**config.mk**
```make
export PLATFORM = sky130hd
export DESIGN_NAME = obstacle_avoid_drive_controller_top
export DESIGN_NICKNAME = d
export VERILOG_FILES = /design/src/design/oadc_pkg.sv /design/src/design/oadc_div.sv /design/src/design/obstacle_avoid_drive_controller_top.sv
export SDC_FILE = /design/constraint.sdc
export NUM_CORES = 1
export LEC_CHECK = 0
export ABC_CLOCK_PERIOD_IN_PS = 14100
export BUFFER_PORTS_ARGS = -buffer_cell sky130_fd_sc_hd__buf_2
export CELL_PAD_IN_SITES_DETAIL_PLACEMENT = 0
export CELL_PAD_IN_SITES_GLOBAL_PLACEMENT = 2
export CORE_UTILIZATION = 41
export DETAILED_ROUTE_END_ITERATION = 8
export PLACE_DENSITY_LB_ADDON = 0.3
export SETUP_SLACK_MARGIN = 0.3
export SYNTH_ARGS = -nofsm -noshare
export SYNTH_HDL_FRONTEND = slang
export SYNTH_SLANG_ARGS = --single-unit
```
**constraint.sdc**
```tcl
create_clock -name aclk -period 14.1 [get_ports aclk]
set_clock_uncertainty 0.05 [all_clocks]
set_input_delay 0.705 -clock aclk [delete_from_list [all_inputs] [get_ports aclk]]
set_output_delay 0.705 -clock aclk [all_outputs]
set_load 0.02 [all_outputs]
```
**src/design/oadc_pkg.sv**
```systemverilog
// Shared types, codes and constants for the obstacle avoid drive controller.
// No dependencies; used by the top level, the divider and the checker.
package oadc_pkg;

    localparam int DIST_W   = 13;
    localparam int CM_W     = 9;
    localparam int HYST_W   = 6;
    localparam int MS_W     = 16;
    localparam int LIM_W    = 4;
    localparam int MISS_W   = 4;
    localparam int TIME_W   = 32;
    localparam int SPEED_W  = 8;
    localparam int PINS_W   = 4;
    localparam int CMD_W    = 3;
    localparam int NUM_SENS = 3;

    localparam logic [DIST_W-1:0] NO_ECHO  = 13'd6400;
    localparam logic [MISS_W-1:0] MISS_MAX = 4'd15;

    // Speed defaults for the top-level parameters
    localparam logic [SPEED_W-1:0] DEF_FULL_SPEED   = 8'd255;
    localparam logic [SPEED_W-1:0] DEF_CRUISE_SPEED = 8'd180;
    localparam logic [SPEED_W-1:0] DEF_CREEP_SPEED  = 8'd127;

    // Ramp divider: dividend is |cm diff| * |speed diff|, divisor a cm span
    localparam int DIVD_W  = CM_W + SPEED_W;
    localparam int DIVS_W  = CM_W;
    localparam int DIVC_W  = $clog2(DIVD_W + 1);
    localparam int RAMP_W  = DIVD_W + 2;

    // Stream payload widths (zero-filled to whole bytes)
    localparam int S_DATA_W = 72;
    localparam int M_DATA_W = 16;

    // APB port
    localparam int APB_AW = 5;
    localparam int APB_DW = 32;

    typedef enum logic [CMD_W-1:0] {
        CMD_FWD   = 3'd0,
        CMD_RIGHT = 3'd1,
        CMD_LEFT  = 3'd2,
        CMD_REV   = 3'd3,
        CMD_STOP  = 3'd4
    } cmd_t;

    typedef enum logic [1:0] {
        PH_NONE  = 2'd0,
        PH_REV   = 2'd1,
        PH_PIVOT = 2'd2
    } phase_t;

    typedef enum logic [2:0] {
        ST_IDLE,
        ST_DECIDE,
        ST_MUL,
        ST_DIV,
        ST_OUT
    } state_t;

    typedef enum logic [2:0] {
        REG_STOP_FRONT = 3'd0,
        REG_SLOW_FRONT = 3'd1,
        REG_MAX_FRONT  = 3'd2,
        REG_STOP_LAT   = 3'd3,
        REG_HYSTERESIS = 3'd4,
        REG_REVERSE_MS = 3'd5,
        REG_PIVOT_MS   = 3'd6,
        REG_GLITCH_LIM = 3'd7
    } reg_idx_t;

    // H-bridge patterns, IN1 in bit 3
    localparam logic [PINS_W-1:0] PINS_FWD   = 4'b1010;
    localparam logic [PINS_W-1:0] PINS_REV   = 4'b0101;
    localparam logic [PINS_W-1:0] PINS_LEFT  = 4'b0110;
    localparam logic [PINS_W-1:0] PINS_RIGHT = 4'b1001;
    localparam logic [PINS_W-1:0] PINS_STOP  = 4'b0000;

    // Request into the divider
    typedef struct packed {
        logic              start;
        logic [DIVD_W-1:0] dividend;
        logic [DIVS_W-1:0] divisor;
    } div_req_t;

    // Result from the divider
    typedef struct packed {
        logic              done;
        logic [DIVD_W-1:0] quotient;
    } div_rsp_t;

    function automatic logic [PINS_W-1:0] cmd_pins(input cmd_t cmd);
        logic [PINS_W-1:0] p;
        unique case (cmd)
            CMD_FWD:   p = PINS_FWD;
            CMD_RIGHT: p = PINS_RIGHT;
            CMD_LEFT:  p = PINS_LEFT;
            CMD_REV:   p = PINS_REV;
            default:   p = PINS_STOP;
        endcase
        return p;
    endfunction

endpackage

```
**src/design/oadc_div.sv**
```systemverilog
// Iterative restoring divider, one quotient bit per cycle, for the speed ramp.
// Depends on oadc_pkg for widths and the request/response structs.
module oadc_div
    import oadc_pkg::*;
(
    input  logic     aclk,
    input  logic     aresetn,
    input  div_req_t req,
    output div_rsp_t rsp
);

    logic              busy_reg;
    logic              done_reg;
    logic [DIVC_W-1:0] cnt_reg;
    logic [DIVS_W-1:0] rem_reg;
    logic [DIVD_W-1:0] quo_reg;
    logic [DIVS_W-1:0] dvs_reg;

    logic [DIVS_W:0]   rem_sh;
    logic [DIVS_W:0]   rem_dif;
    logic              fits;

    // One trial subtract per cycle
    assign rem_sh  = {rem_reg, quo_reg[DIVD_W-1]};
    assign fits    = rem_sh >= {1'b0, dvs_reg};
    assign rem_dif = rem_sh - {1'b0, dvs_reg};

    always_ff @(posedge aclk) begin
        if (!aresetn) begin
            busy_reg <= 1'b0;
            done_reg <= 1'b0;
            cnt_reg  <= '0;
        end else begin
            done_reg <= 1'b0;
            if (req.start) begin
                busy_reg <= 1'b1;
                cnt_reg  <= '0;
                rem_reg  <= '0;
                quo_reg  <= req.dividend;
                dvs_reg  <= req.divisor;
            end else if (busy_reg) begin
                rem_reg <= fits ? rem_dif[DIVS_W-1:0] : rem_sh[DIVS_W-1:0];
                quo_reg <= {quo_reg[DIVD_W-2:0], fits};
                cnt_reg <= cnt_reg + 1'b1;
                if (cnt_reg == DIVC_W'(DIVD_W - 1)) begin
                    busy_reg <= 1'b0;
                    done_reg <= 1'b1;
                end
            end
        end
    end

    assign rsp.done     = done_reg;
    assign rsp.quotient = quo_reg;

endmodule

```
**src/design/obstacle_avoid_drive_controller_top.sv**
```systemverilog
// Obstacle avoid drive controller: takes one sweep of three range readings and a
// millisecond time per transfer and gives one transfer of command, speed and
// H-bridge pins. Each item is handled alone: the block drops s_tready from
// acceptance until its result has been placed in the output register. After
// acceptance an item passes the decide and output states before m_tvalid, and
// the multiply and divide states between them when forward speed falls on the
// ramp between the stop and slow distances; there the restoring divider makes
// one quotient bit at a time. The finished result waits in the output register,
// so the next item can be accepted while it is still unclaimed. Registers are
// written over APB at byte address 4*index; pready is always high.
// Depends on oadc_pkg and oadc_div.
module obstacle_avoid_drive_controller_top
    import oadc_pkg::*;
#(
    parameter logic [SPEED_W-1:0] FULL_SPEED   = DEF_FULL_SPEED,
    parameter logic [SPEED_W-1:0] CRUISE_SPEED = DEF_CRUISE_SPEED,
    parameter logic [SPEED_W-1:0] CREEP_SPEED  = DEF_CREEP_SPEED
)
(
    input  logic                aclk,
    input  logic                aresetn,
    // Sensor sweep in
    input  logic                s_tvalid,
    output logic                s_tready,
    // [12:0] front_dist, [25:13] left_dist, [38:26] right_dist, [70:39] now_ms
    input  logic [S_DATA_W-1:0] s_tdata,
    // Drive command out
    output logic                m_tvalid,
    input  logic                m_tready,
    // [2:0] command, [10:3] speed, [14:11] bridge_pins
    output logic [M_DATA_W-1:0] m_tdata,
    // Configuration
    input  logic                psel,
    input  logic                penable,
    input  logic                pwrite,
    input  logic [APB_AW-1:0]   paddr,
    input  logic [APB_DW-1:0]   pwdata,
    output logic [APB_DW-1:0]   prdata,
    output logic                pready
);

    // Configuration registers
    logic [CM_W-1:0]   stop_front_reg, slow_front_reg, max_front_reg, stop_lat_reg;
    logic [HYST_W-1:0] hyst_reg;
    logic [MS_W-1:0]   reverse_ms_reg, pivot_ms_reg;
    logic [LIM_W-1:0]  glitch_lim_reg;

    // Controller state
    state_t            state_reg, state_next;
    logic [DIST_W-1:0] held_reg [NUM_SENS];
    logic [DIST_W-1:0] held_next [NUM_SENS];
    logic [MISS_W-1:0] miss_reg [NUM_SENS];
    logic [MISS_W-1:0] miss_next [NUM_SENS];
    cmd_t              last_cmd_reg, last_cmd_next;
    phase_t            phase_reg, phase_next;
    logic [TIME_W-1:0] phase_start_reg, phase_start_next;
    logic              pivot_right_reg, pivot_right_next;
    logic [TIME_W-1:0] now_reg, now_next;
    logic [SPEED_W-1:0] speed_reg, speed_next;
    logic              neg_reg, neg_next;
    logic              m_valid_reg, m_valid_next;
    logic [M_DATA_W-1:0] m_data_reg, m_data_next;

    logic              s_fire;
    logic              cfg_wr;
    reg_idx_t          cfg_idx;
    logic [DIST_W-1:0] raw [NUM_SENS];
    logic [MISS_W-1:0] miss_inc [NUM_SENS];

    // Decision terms
    logic [DIST_W-1:0] f_d, l_d, r_d;
    logic [TIME_W-1:0] elapsed, piv_elapsed;
    logic              rev_run, rev_exp, piv_run;
    logic [CM_W:0]     ft, lt;
    logic              f_lo, l_lo, r_lo;
    cmd_t              dec_cmd;

    // Ramp terms
    logic [CM_W-1:0]    c_cm, num_mag, span;
    logic               num_neg, den_neg;
    logic [SPEED_W-1:0] den_mag;
    logic [DIVD_W-1:0]  product;
    logic signed [RAMP_W-1:0] q_s, v_s;
    logic [SPEED_W-1:0] ramp_speed;

    div_req_t div_req;
    div_rsp_t div_rsp;

    assign s_fire = s_tvalid && s_tready;
    assign cfg_wr = psel && penable && pwrite && pready;
    assign cfg_idx = reg_idx_t'(paddr[APB_AW-1:2]);
    assign pready = 1'b1;

    // Register writes
    always_ff @(posedge aclk) begin
        if (!aresetn) begin
            stop_front_reg <= 9'd20;
            slow_front_reg <= 9'd60;
            max_front_reg  <= 9'd300;
            stop_lat_reg   <= 9'd15;
            hyst_reg       <= 6'd3;
            reverse_ms_reg <= 16'd400;
            pivot_ms_reg   <= 16'd500;
            glitch_lim_reg <= 4'd3;
        end else if (cfg_wr) begin
            unique case (cfg_idx)
                REG_STOP_FRONT: stop_front_reg <= pwdata[CM_W-1:0];
                REG_SLOW_FRONT: slow_front_reg <= pwdata[CM_W-1:0];
                REG_MAX_FRONT:  max_front_reg  <= pwdata[CM_W-1:0];
                REG_STOP_LAT:   stop_lat_reg   <= pwdata[CM_W-1:0];
                REG_HYSTERESIS: hyst_reg       <= pwdata[HYST_W-1:0];
                REG_REVERSE_MS: reverse_ms_reg <= pwdata[MS_W-1:0];
                REG_PIVOT_MS:   pivot_ms_reg   <= pwdata[MS_W-1:0];
                REG_GLITCH_LIM: glitch_lim_reg <= pwdata[LIM_W-1:0];
            endcase
        end
    end

    // Register reads
    always_comb begin
        unique case (cfg_idx)
            REG_STOP_FRONT: prdata = APB_DW'(stop_front_reg);
            REG_SLOW_FRONT: prdata = APB_DW'(slow_front_reg);
            REG_MAX_FRONT:  prdata = APB_DW'(max_front_reg);
            REG_STOP_LAT:   prdata = APB_DW'(stop_lat_reg);
            REG_HYSTERESIS: prdata = APB_DW'(hyst_reg);
            REG_REVERSE_MS: prdata = APB_DW'(reverse_ms_reg);
            REG_PIVOT_MS:   prdata = APB_DW'(pivot_ms_reg);
            REG_GLITCH_LIM: prdata = APB_DW'(glitch_lim_reg);
        endcase
    end

    // Glitch filter inputs, one lane per sensor
    assign raw[0] = s_tdata[DIST_W-1:0];
    assign raw[1] = s_tdata[2*DIST_W-1:DIST_W];
    assign raw[2] = s_tdata[3*DIST_W-1:2*DIST_W];

    always_comb begin
        for (int k = 0; k < NUM_SENS; k++) begin
            miss_inc[k] = (miss_reg[k] < MISS_MAX) ? miss_reg[k] + 1'b1 : miss_reg[k];
        end
    end

    // Recovery timing
    assign f_d = held_reg[0];
    assign l_d = held_reg[1];
    assign r_d = held_reg[2];
    assign elapsed     = now_reg - phase_start_reg;
    assign rev_run     = (phase_reg == PH_REV) && (elapsed < TIME_W'(reverse_ms_reg));
    assign rev_exp     = (phase_reg == PH_REV) && !rev_run;
    assign piv_elapsed = rev_exp ? '0 : elapsed;
    assign piv_run     = ((phase_reg == PH_PIVOT) || rev_exp)
                         && (piv_elapsed < TIME_W'(pivot_ms_reg));

    // Hysteretic thresholds, compared in sixteenths of a cm
    assign ft = {1'b0, stop_front_reg}
                + ((last_cmd_reg != CMD_FWD) ? (CM_W+1)'(hyst_reg) : '0);
    assign lt = {1'b0, stop_lat_reg}
                + ((last_cmd_reg != CMD_FWD) ? (CM_W+1)'(hyst_reg) : '0);
    assign f_lo = {1'b0, f_d} < {ft, 4'b0000};
    assign l_lo = {1'b0, l_d} < {lt, 4'b0000};
    assign r_lo = {1'b0, r_d} < {lt, 4'b0000};

    always_comb begin
        priority if (f_lo && l_lo && r_lo) dec_cmd = CMD_STOP;
        else if (f_lo)                     dec_cmd = CMD_REV;
        else if (l_lo)                     dec_cmd = CMD_RIGHT;
        else if (r_lo)                     dec_cmd = CMD_LEFT;
        else                               dec_cmd = CMD_FWD;
    end

    // Ramp numerator and divisor magnitudes
    assign c_cm    = f_d[DIST_W-1:4];
    assign num_neg = c_cm < stop_front_reg;
    assign num_mag = num_neg ? stop_front_reg - c_cm : c_cm - stop_front_reg;
    assign den_neg = CRUISE_SPEED < CREEP_SPEED;
    assign den_mag = den_neg ? CREEP_SPEED - CRUISE_SPEED : CRUISE_SPEED - CREEP_SPEED;
    assign product = DIVD_W'(num_mag) * DIVD_W'(den_mag);
    assign span    = slow_front_reg - stop_front_reg;

    // Signed ramp value and its clamp
    assign q_s = neg_reg ? -$signed({2'b00, div_rsp.quotient})
                         :  $signed({2'b00, div_rsp.quotient});
    assign v_s = $signed({{(RAMP_W-SPEED_W){1'b0}}, CREEP_SPEED}) + q_s;

    always_comb begin
        priority if (v_s < $signed({{(RAMP_W-SPEED_W){1'b0}}, CREEP_SPEED}))
            ramp_speed = CREEP_SPEED;
        else if (v_s > $signed({{(RAMP_W-SPEED_W){1'b0}}, CRUISE_SPEED}))
            ramp_speed = CRUISE_SPEED;
        else
            ramp_speed = v_s[SPEED_W-1:0];
    end

    assign div_req.dividend = product;
    assign div_req.divisor  = span;
    assign div_req.start    = (state_reg == ST_MUL);

    oadc_div u_div (
        .aclk    (aclk),
        .aresetn (aresetn),
        .req     (div_req),
        .rsp     (div_rsp)
    );

    // Sequencer: next state and next values
    always_comb begin
        state_next       = state_reg;
        held_next        = held_reg;
        miss_next        = miss_reg;
        last_cmd_next    = last_cmd_reg;
        phase_next       = phase_reg;
        phase_start_next = phase_start_reg;
        pivot_right_next = pivot_right_reg;
        now_next         = now_reg;
        speed_next       = speed_reg;
        neg_next         = neg_reg;
        m_valid_next     = m_valid_reg && !m_tready;
        m_data_next      = m_data_reg;

        unique case (state_reg)
            ST_IDLE: begin
                if (s_fire) begin
                    now_next = s_tdata[3*DIST_W+TIME_W-1:3*DIST_W];
                    for (int k = 0; k < NUM_SENS; k++) begin
                        if (raw[k] >= NO_ECHO) begin
                            miss_next[k] = miss_inc[k];
                            if (miss_inc[k] >= glitch_lim_reg) begin
                                held_next[k] = NO_ECHO;
                            end
                        end else begin
                            miss_next[k] = '0;
                            held_next[k] = raw[k];
                        end
                    end
                    state_next = ST_DECIDE;
                end
            end
            ST_DECIDE: begin
                state_next = ST_OUT;
                speed_next = CREEP_SPEED;
                priority if (rev_run) begin
                    last_cmd_next = CMD_REV;
                end else if (piv_run) begin
                    last_cmd_next = pivot_right_reg ? CMD_RIGHT : CMD_LEFT;
                    phase_next    = PH_PIVOT;
                    if (rev_exp) begin
                        phase_start_next = now_reg;
                    end
                end else begin
                    last_cmd_next = dec_cmd;
                    phase_next    = PH_NONE;
                    if (dec_cmd == CMD_REV) begin
                        phase_next       = PH_REV;
                        phase_start_next = now_reg;
                        pivot_right_next = r_d > l_d;
                    end else if (dec_cmd == CMD_STOP) begin
                        speed_next = '0;
                    end else if (dec_cmd == CMD_FWD) begin
                        // Forward speed rule; the ramp goes through the divider
                        priority if (f_d >= {max_front_reg, 4'b0000}) begin
                            speed_next = FULL_SPEED;
                        end else if (f_d > {slow_front_reg, 4'b0000}) begin
                            speed_next = CRUISE_SPEED;
                        end else if (slow_front_reg <= stop_front_reg) begin
                            speed_next = CREEP_SPEED;
                        end else begin
                            state_next = ST_MUL;
                        end
                    end
                end
            end
            ST_MUL: begin
                neg_next   = num_neg ^ den_neg;
                state_next = ST_DIV;
            end
            ST_DIV: begin
                if (div_rsp.done) begin
                    speed_next = ramp_speed;
                    state_next = ST_OUT;
                end
            end
            ST_OUT: begin
                if (!m_valid_reg || m_tready) begin
                    m_valid_next = 1'b1;
                    m_data_next  = {1'b0, cmd_pins(last_cmd_reg), speed_reg,
                                    last_cmd_reg};
                    state_next   = ST_IDLE;
                end
            end
            default: state_next = ST_IDLE;
        endcase
    end

    // State register and control state
    always_ff @(posedge aclk) begin
        if (!aresetn) begin
            state_reg       <= ST_IDLE;
            m_valid_reg     <= 1'b0;
            last_cmd_reg    <= CMD_FWD;
            phase_reg       <= PH_NONE;
            phase_start_reg <= '0;
            pivot_right_reg <= 1'b0;
            for (int k = 0; k < NUM_SENS; k++) begin
                held_reg[k] <= NO_ECHO;
                miss_reg[k] <= '0;
            end
        end else begin
            state_reg       <= state_next;
            m_valid_reg     <= m_valid_next;
            last_cmd_reg    <= last_cmd_next;
            phase_reg       <= phase_next;
            phase_start_reg <= phase_start_next;
            pivot_right_reg <= pivot_right_next;
            held_reg        <= held_next;
            miss_reg        <= miss_next;
        end
    end

    // Payload registers
    always_ff @(posedge aclk) begin
        now_reg    <= now_next;
        speed_reg  <= speed_next;
        neg_reg    <= neg_next;
        m_data_reg <= m_data_next;
    end

    assign s_tready = (state_reg == ST_IDLE);
    assign m_tvalid = m_valid_reg;
    assign m_tdata  = m_data_reg;

endmodule

```
# == Word level (Yosys, flattened, before mapping) ==
# Cells that the tools add are included.
# op_classes
n_bitwise,4
shift,0
div,0
addsub,13
n_mul,1
n_reduce_logical,44
mux,63
n_lt_le_gt_ge,22
eq_ne,26
# ops
cell,count
$pmux 32 s8,1
$mux 32,4
$mux 8,10
$mux 13,6
$lt 32x16->1,2
$lt 13x14->1,3
$mux 3,14
$ge 13x13->1 const B,3
$sub 9x9->9,4
$mux 17,2
$sub 32x32->32,1
$reduce_and 2->1,14
$mux 9,3
$gt 13x13->1,2
$mux 4,6
$eq 3x2->1 const B,7
$add 8x19->19 const A,1
$gt 19x9->1 const B,1
$lt 19x8->1 const B,1
$mux 19,1
$neg 17->19,1
$eq 3x3->1 const B,6
$pmux 4 s4,1
$pmux 8 s2,1
32 further kinds,78
# word_totals
n_memories,0
register_bits,269
input_bits,116
latch_bits,0
mem_bits_ro,0
wordCells,203
output_inout_bits,51
ram_bits,0

# == Longest topological paths before layout ==
# logic_depth
depth_word,15
ltp_mapped,32
depth_no_buf,30

# == Cells and area by module ==
# From an unflattened synthesis, not the netlist that was laid out.
# unflattened
hier_cells,2294
area_unflattened_um2,20019.2
# modules_own_cells
mod,seq_area_each_um2,n_inst,cells_per_inst,area_per_inst_um2
obstacle_avoid_drive_controller_top,5104.9,1,2125,17800.8
oadc_div,1191.1,1,169,2218.4

# == Worst setup path after synthesis ==
# Ideal clock, no wire load.
# synth_path
kind,flip-flop to flip-flop
from,register stop_front_reg[1]
to,register u_div.quo_reg[14] (data pin)
setup_ps,267
synth_period_minus_slack_ps,6375
arrival_ps,6058
path_stages_with_launch,32
slack_ps,7725
n_path_buf,1
required_time_ps,13783
cell_sequence,dfxtp_1 inv_1 ha_1 nor2b_1 o21ai_0 a21boi_0 o21ai_0 a211o_1 o21ai_0 clkbuf_1 mux2i_1 nand2_1 nor3_1 nor2_1 xor2_1 ha_1 inv_1 fa_1 inv_1 fa_1 ha_1 inv_1 nor2_1 nor2_1 o21bai_1 a21oi_1 o21bai_1 a21oi_1 o21bai_1 a21oi_1 xor2_1 o21ai_0
# synth_between
elab_chain_cells,4
elab_cells_between_ends,6
classes_between,add/sub: 2; mul: 1; order compare: 1; mux: 2
# synth_rtl
element,line_no,rtl
start: declaration,obstacle_avoid_drive_controller_top.sv:43,"logic [CM_W-1:0] stop_front_reg, slow_front_reg, max_front_reg, stop_lat_reg;"
start signal: assignment,obstacle_avoid_drive_controller_top.sv:107,REG_STOP_FRONT: stop_front_reg <= pwdata[CM_W-1:0];
$sub 9x9->9 or $lt 9x9->1 (tied branches),"obstacle_avoid_drive_controller_top.sv:175, obstacle_avoid_drive_controller_top.sv:174",
$mux 9 (*),obstacle_avoid_drive_controller_top.sv:175,assign num_mag = num_neg ? stop_front_reg - c_cm : c_cm - stop_front_reg;
$mul 9x6->15 (*),obstacle_avoid_drive_controller_top.sv:178,assign product = DIVD_W'(num_mag) * DIVD_W'(den_mag);
$mux 17 (*),oadc_div.sv:35,if (req.start) begin
end signal: assignment,oadc_div.sv:39,quo_reg <= req.dividend;
end signal: assignment,oadc_div.sv:43,"quo_reg <= {quo_reg[DIVD_W-2:0], fits};"
end: declaration,oadc_div.sv:16,logic [DIVD_W-1:0] quo_reg;
# Every way passes the cells marked *; elsewhere a longest branch is shown, timed or not.
# A chain may end at the register's enable or synchronous reset.

# == Worst setup path in the final report ==
# layout_path
from,register now_reg[0]
to,register phase_start_reg[17]
# layout_between
elab_chain_cells,10
elab_cells_between_ends,14
classes_between,add/sub: 1; order compare: 2; eq/ne: 1; mux: 2; bitwise: 1; reduce/logical: 7
# layout_rtl
element,line_no,rtl
start: declaration,obstacle_avoid_drive_controller_top.sv:58,"logic [TIME_W-1:0] now_reg, now_next;"
start signal: assignment,obstacle_avoid_drive_controller_top.sv:322,now_reg <= now_next;
$sub 32x32->32 (*),obstacle_avoid_drive_controller_top.sv:148,assign elapsed = now_reg - phase_start_reg;
$lt 32x16->1,obstacle_avoid_drive_controller_top.sv:149,assign rev_run = (phase_reg == PH_REV) && (elapsed < TIME_W'(reverse_ms_reg));
$logic_and 1x1->1,obstacle_avoid_drive_controller_top.sv:149,
$logic_not 1->1,obstacle_avoid_drive_controller_top.sv:150,assign rev_exp = (phase_reg == PH_REV) && !rev_run;
$logic_and 1x1->1,obstacle_avoid_drive_controller_top.sv:150,
$mux 32,obstacle_avoid_drive_controller_top.sv:151,assign piv_elapsed = rev_exp ? '0 : elapsed;
$lt 32x16->1,obstacle_avoid_drive_controller_top.sv:153,&& (piv_elapsed < TIME_W'(pivot_ms_reg));
$logic_and 1x1->1,obstacle_avoid_drive_controller_top.sv:153,
$ne 2x2->1 (no line) or $reduce_bool 2->1 (tied branches),--,
$reduce_and 4->1 (no line),--,
end signal: assignment,obstacle_avoid_drive_controller_top.sv:313,phase_start_reg <= phase_start_next;
end: declaration,obstacle_avoid_drive_controller_top.sv:56,"logic [TIME_W-1:0] phase_start_reg, phase_start_next;"
# Marks and branches as above.

==> run metrics <==
outcome=complete, no violations; Multi-input gate area=12150 sq um; number of synthesized flops with an enable pin=91; Top Ports=167; syn avg cell area=8.559 sq um; vias in the first global route=15871; Via-to-Cell Ratio=5.311; clock insertion delay at the later pin of the skew report=0.55 ns; Slew @ Worst Pin=1.211 ns; placed cell count=2951; crit start category=flop; TritonCTS clock tree=built; class of the worst hold path=input port to flop; via total after detailed routing=16002; Post-CTS Setup Bufs=0; n_diodes=0; first-pass GRT wire length=85200 um; Post-DRT Antenna Nets=0; max-cap viol count=0; area grow syn2layout=11.17%; Rel. slew slack=18.94%; Max Buffers Root-to-Sink=3; clk sinks=269; Leak=8.938 nW; Seq/Total Area, Yosys=31.94%; kind of critical path=flop to flop; TritonCTS Buffers=34; Hold Buf Count CTS=0; share of flip-flops with an asynchronous set or reset=0%; row cnt=79; initial core utilization=41.98%; Compound-Gate Fraction of Synth Area=18.40%; Worst path max stage delay=0.86 ns; Worst Path Arrival=8.09 ns; Post-Syn Area=19710 sq um; RSZ-0062 raised after global routing=no; R2R Setup Slk=6.42 ns; die width=221.3 um; final setup fails=0; Synth Flop Type=dfxtp_1; layout cells sized above 1=10.43%; CTS resizes=0; initial antenna violation count=1; TNS Setup=0 ns; Tmin final=7.675 ns; First-pass DRT Iterations=5; highest-delay cell along the critical path=o21a_2; core footprint=46950 sq um; clk slew on worst S/H paths=0.06 ns; Routed WL=52270 um; Final Cycle Share=54.44%; DRT iter0 DRCs=926; Max Clock Freq=0.1303 GHz; CTS HTree Levels=2; Post-Synthesis Cells=2303; Synth cell types=92; worst path required time=14.52 ns; Worst Setup End Kind=flop; die footprint=48960 sq um; non-filler cells in the finished layout=3013; gr ovfl total=0; pin count of the biggest net entering global routing=79; Hold Violations, Final=0; XOR/XNOR Fraction of Synth Area=3.910%; routability-driven placement congestion ratio=0.8622; Adder-Cell Fraction of Synth Area=15.60%; GRT Util Overall=21.46%; worst-path maximum fanout=32; drt wl/cell=17.35 um; synthesis-stage register bit count=269; Final Max Tran Viols=0; register area=6296 sq um; Ys Warns=0; CTS root buffer=clkbuf_16; Simple-Gate Fraction of Synth Area=18.04%; maximum VDD drop=93.57 uV; nets@finish=2731; largest family of logic cells by synthesized area=compound AO/OA/AOI/OAI gates; Die H=221.3 um; HPWL Detailed=40450 um; Core Util, Final=46.67%; power density cells=114.6 nW/um^2; Buffers on Ports=129; Layout fillers=4637; DRC viols=0; proportion of synthesized area in mux cells=5.332%
power by group:
group          total [W]  internal (W)  switching [W]
logic           0.000746      0.000319       0.000427
clock network   0.000921      0.000567       0.000354
registers       0.000844      0.000825      0.0000186
metal layers:
layer	GRT usage, %	up-vias	wire, um
met3	2.735	82	1739
met5	0	-	0
met2	35.46	247	24070
li1	-	8200	-
met4	6.767	0	1345
met1	28.99	7473	25120
worst paths after layout:
| path | end | start | cells after the start |
|---|---|---|---|
| setup reg to reg | phase_start_reg[17]$_SDFFE_PN0P_ | now_reg[0]$_DFFE_PP_ | 28 |
| hold reg to reg | m_tdata[8]$_DFFE_PP_ | speed_reg[5]$_DFFE_PP_ | 0 |
| setup / recovery | phase_start_reg[17]$_SDFFE_PN0P_ | now_reg[0]$_DFFE_PP_ | 28 |
| hold / removal | now_reg[2]$_DFFE_PP_ | s_tdata[41] | 1 |
cells by family (layout without fill, tap and decap cells):
| family | Yosys count | count (layout) |
|---|---|---|
| simple gates | 752 | 752 |
| compound gates | 535 | 535 |
| fa+ha+maj | 235 | 235 |
| other cells | 2 | 18 |
| mux | 100 | 100 |
| xor+xnor | 88 | 88 |
| buf+inv | 322 | 409 |
| flops | 269 | 269 |
cell usage after synthesis (37+ instances only):
cell type	count	area share (%)
xor2_1	40	1.8
xnor2_1	48	2.1
nor2b_1	79	2.5
a21o_1	37	1.4
mux2i_1	87	4.4
clkbuf_1	73	1.4
edfxtp_1	91	14
a21oi_1	123	3.1
nand2_1	332	6.3
inv_1	202	3.8
a21boi_0	72	2.7
nand3_1	58	1.5
ha_1	217	14
nor2_1	119	2.3
dfxtp_1	178	18
o21ai_0	89	2.3
through the flow:
| stage | instance area (sq um) | setup slack [ns] | hold WS [ns] | power [W] |
|---|---|---|---|---|
| 4_1_cts | 21910 | 6.272 | 0.2473 | 0.002557 |
| 6_report | 21910 | 6.425 | 0.2787 | 0.002511 |
| 2_1_floorplan | 19770 | 7.725 | 0.3503 | 0.001441 |
| 5_1_grt | 21910 | 5.733 | 0.2566 | 0.002687 |
| 3_3_place_gp | 20730 | 6.484 | 0.3573 | 0.001607 |
| 3_5_place_dp | 20730 | 6.344 | 0.3545 | 0.001615 |
layout by cell type, fill, tap and decap left out, drive strengths merged, types with 20 or more instances in the layout:
| master | count |
|---|---|
| nor3 | 30 |
| edfxtp | 91 |
| o211ai | 27 |
| nand2b | 29 |
| a21o | 37 |
| buf | 144 |
| nor2b | 79 |
| inv | 204 |
| nand2 | 335 |
| ha | 217 |
| o21a | 20 |
| nor2 | 119 |
| o21ai | 102 |
| dfxtp | 178 |
| a21oi | 128 |
| mux2i | 87 |
| clkbuf | 44 |
| nand4 | 22 |
| xnor2 | 48 |
| nand3 | 58 |
| a21boi | 75 |
| xor2 | 40 |
critical path, delay by kind of cell (launching register included):
family	cells	cell delay [ns]
AOI/OAI and AO/OA	15	4.03
adders and majority gates	4	1.17
and+or+nand+nor	4	1.11
DFF	1	0.39
xor gates and xnor gates	1	0.29
muxes	1	0.28
buffers and inverters	3	0.20
final cells by class:
type,instances,area share [%]
multi-input combinational,1728,55.44
clock inverter,18,0.9136
inverter,203,3.477
tap,607,3.466
clock buffer,44,4.482
timing repair buffer,144,3.489
sequential,269,28.73
(Power assumes the default switching activity.)
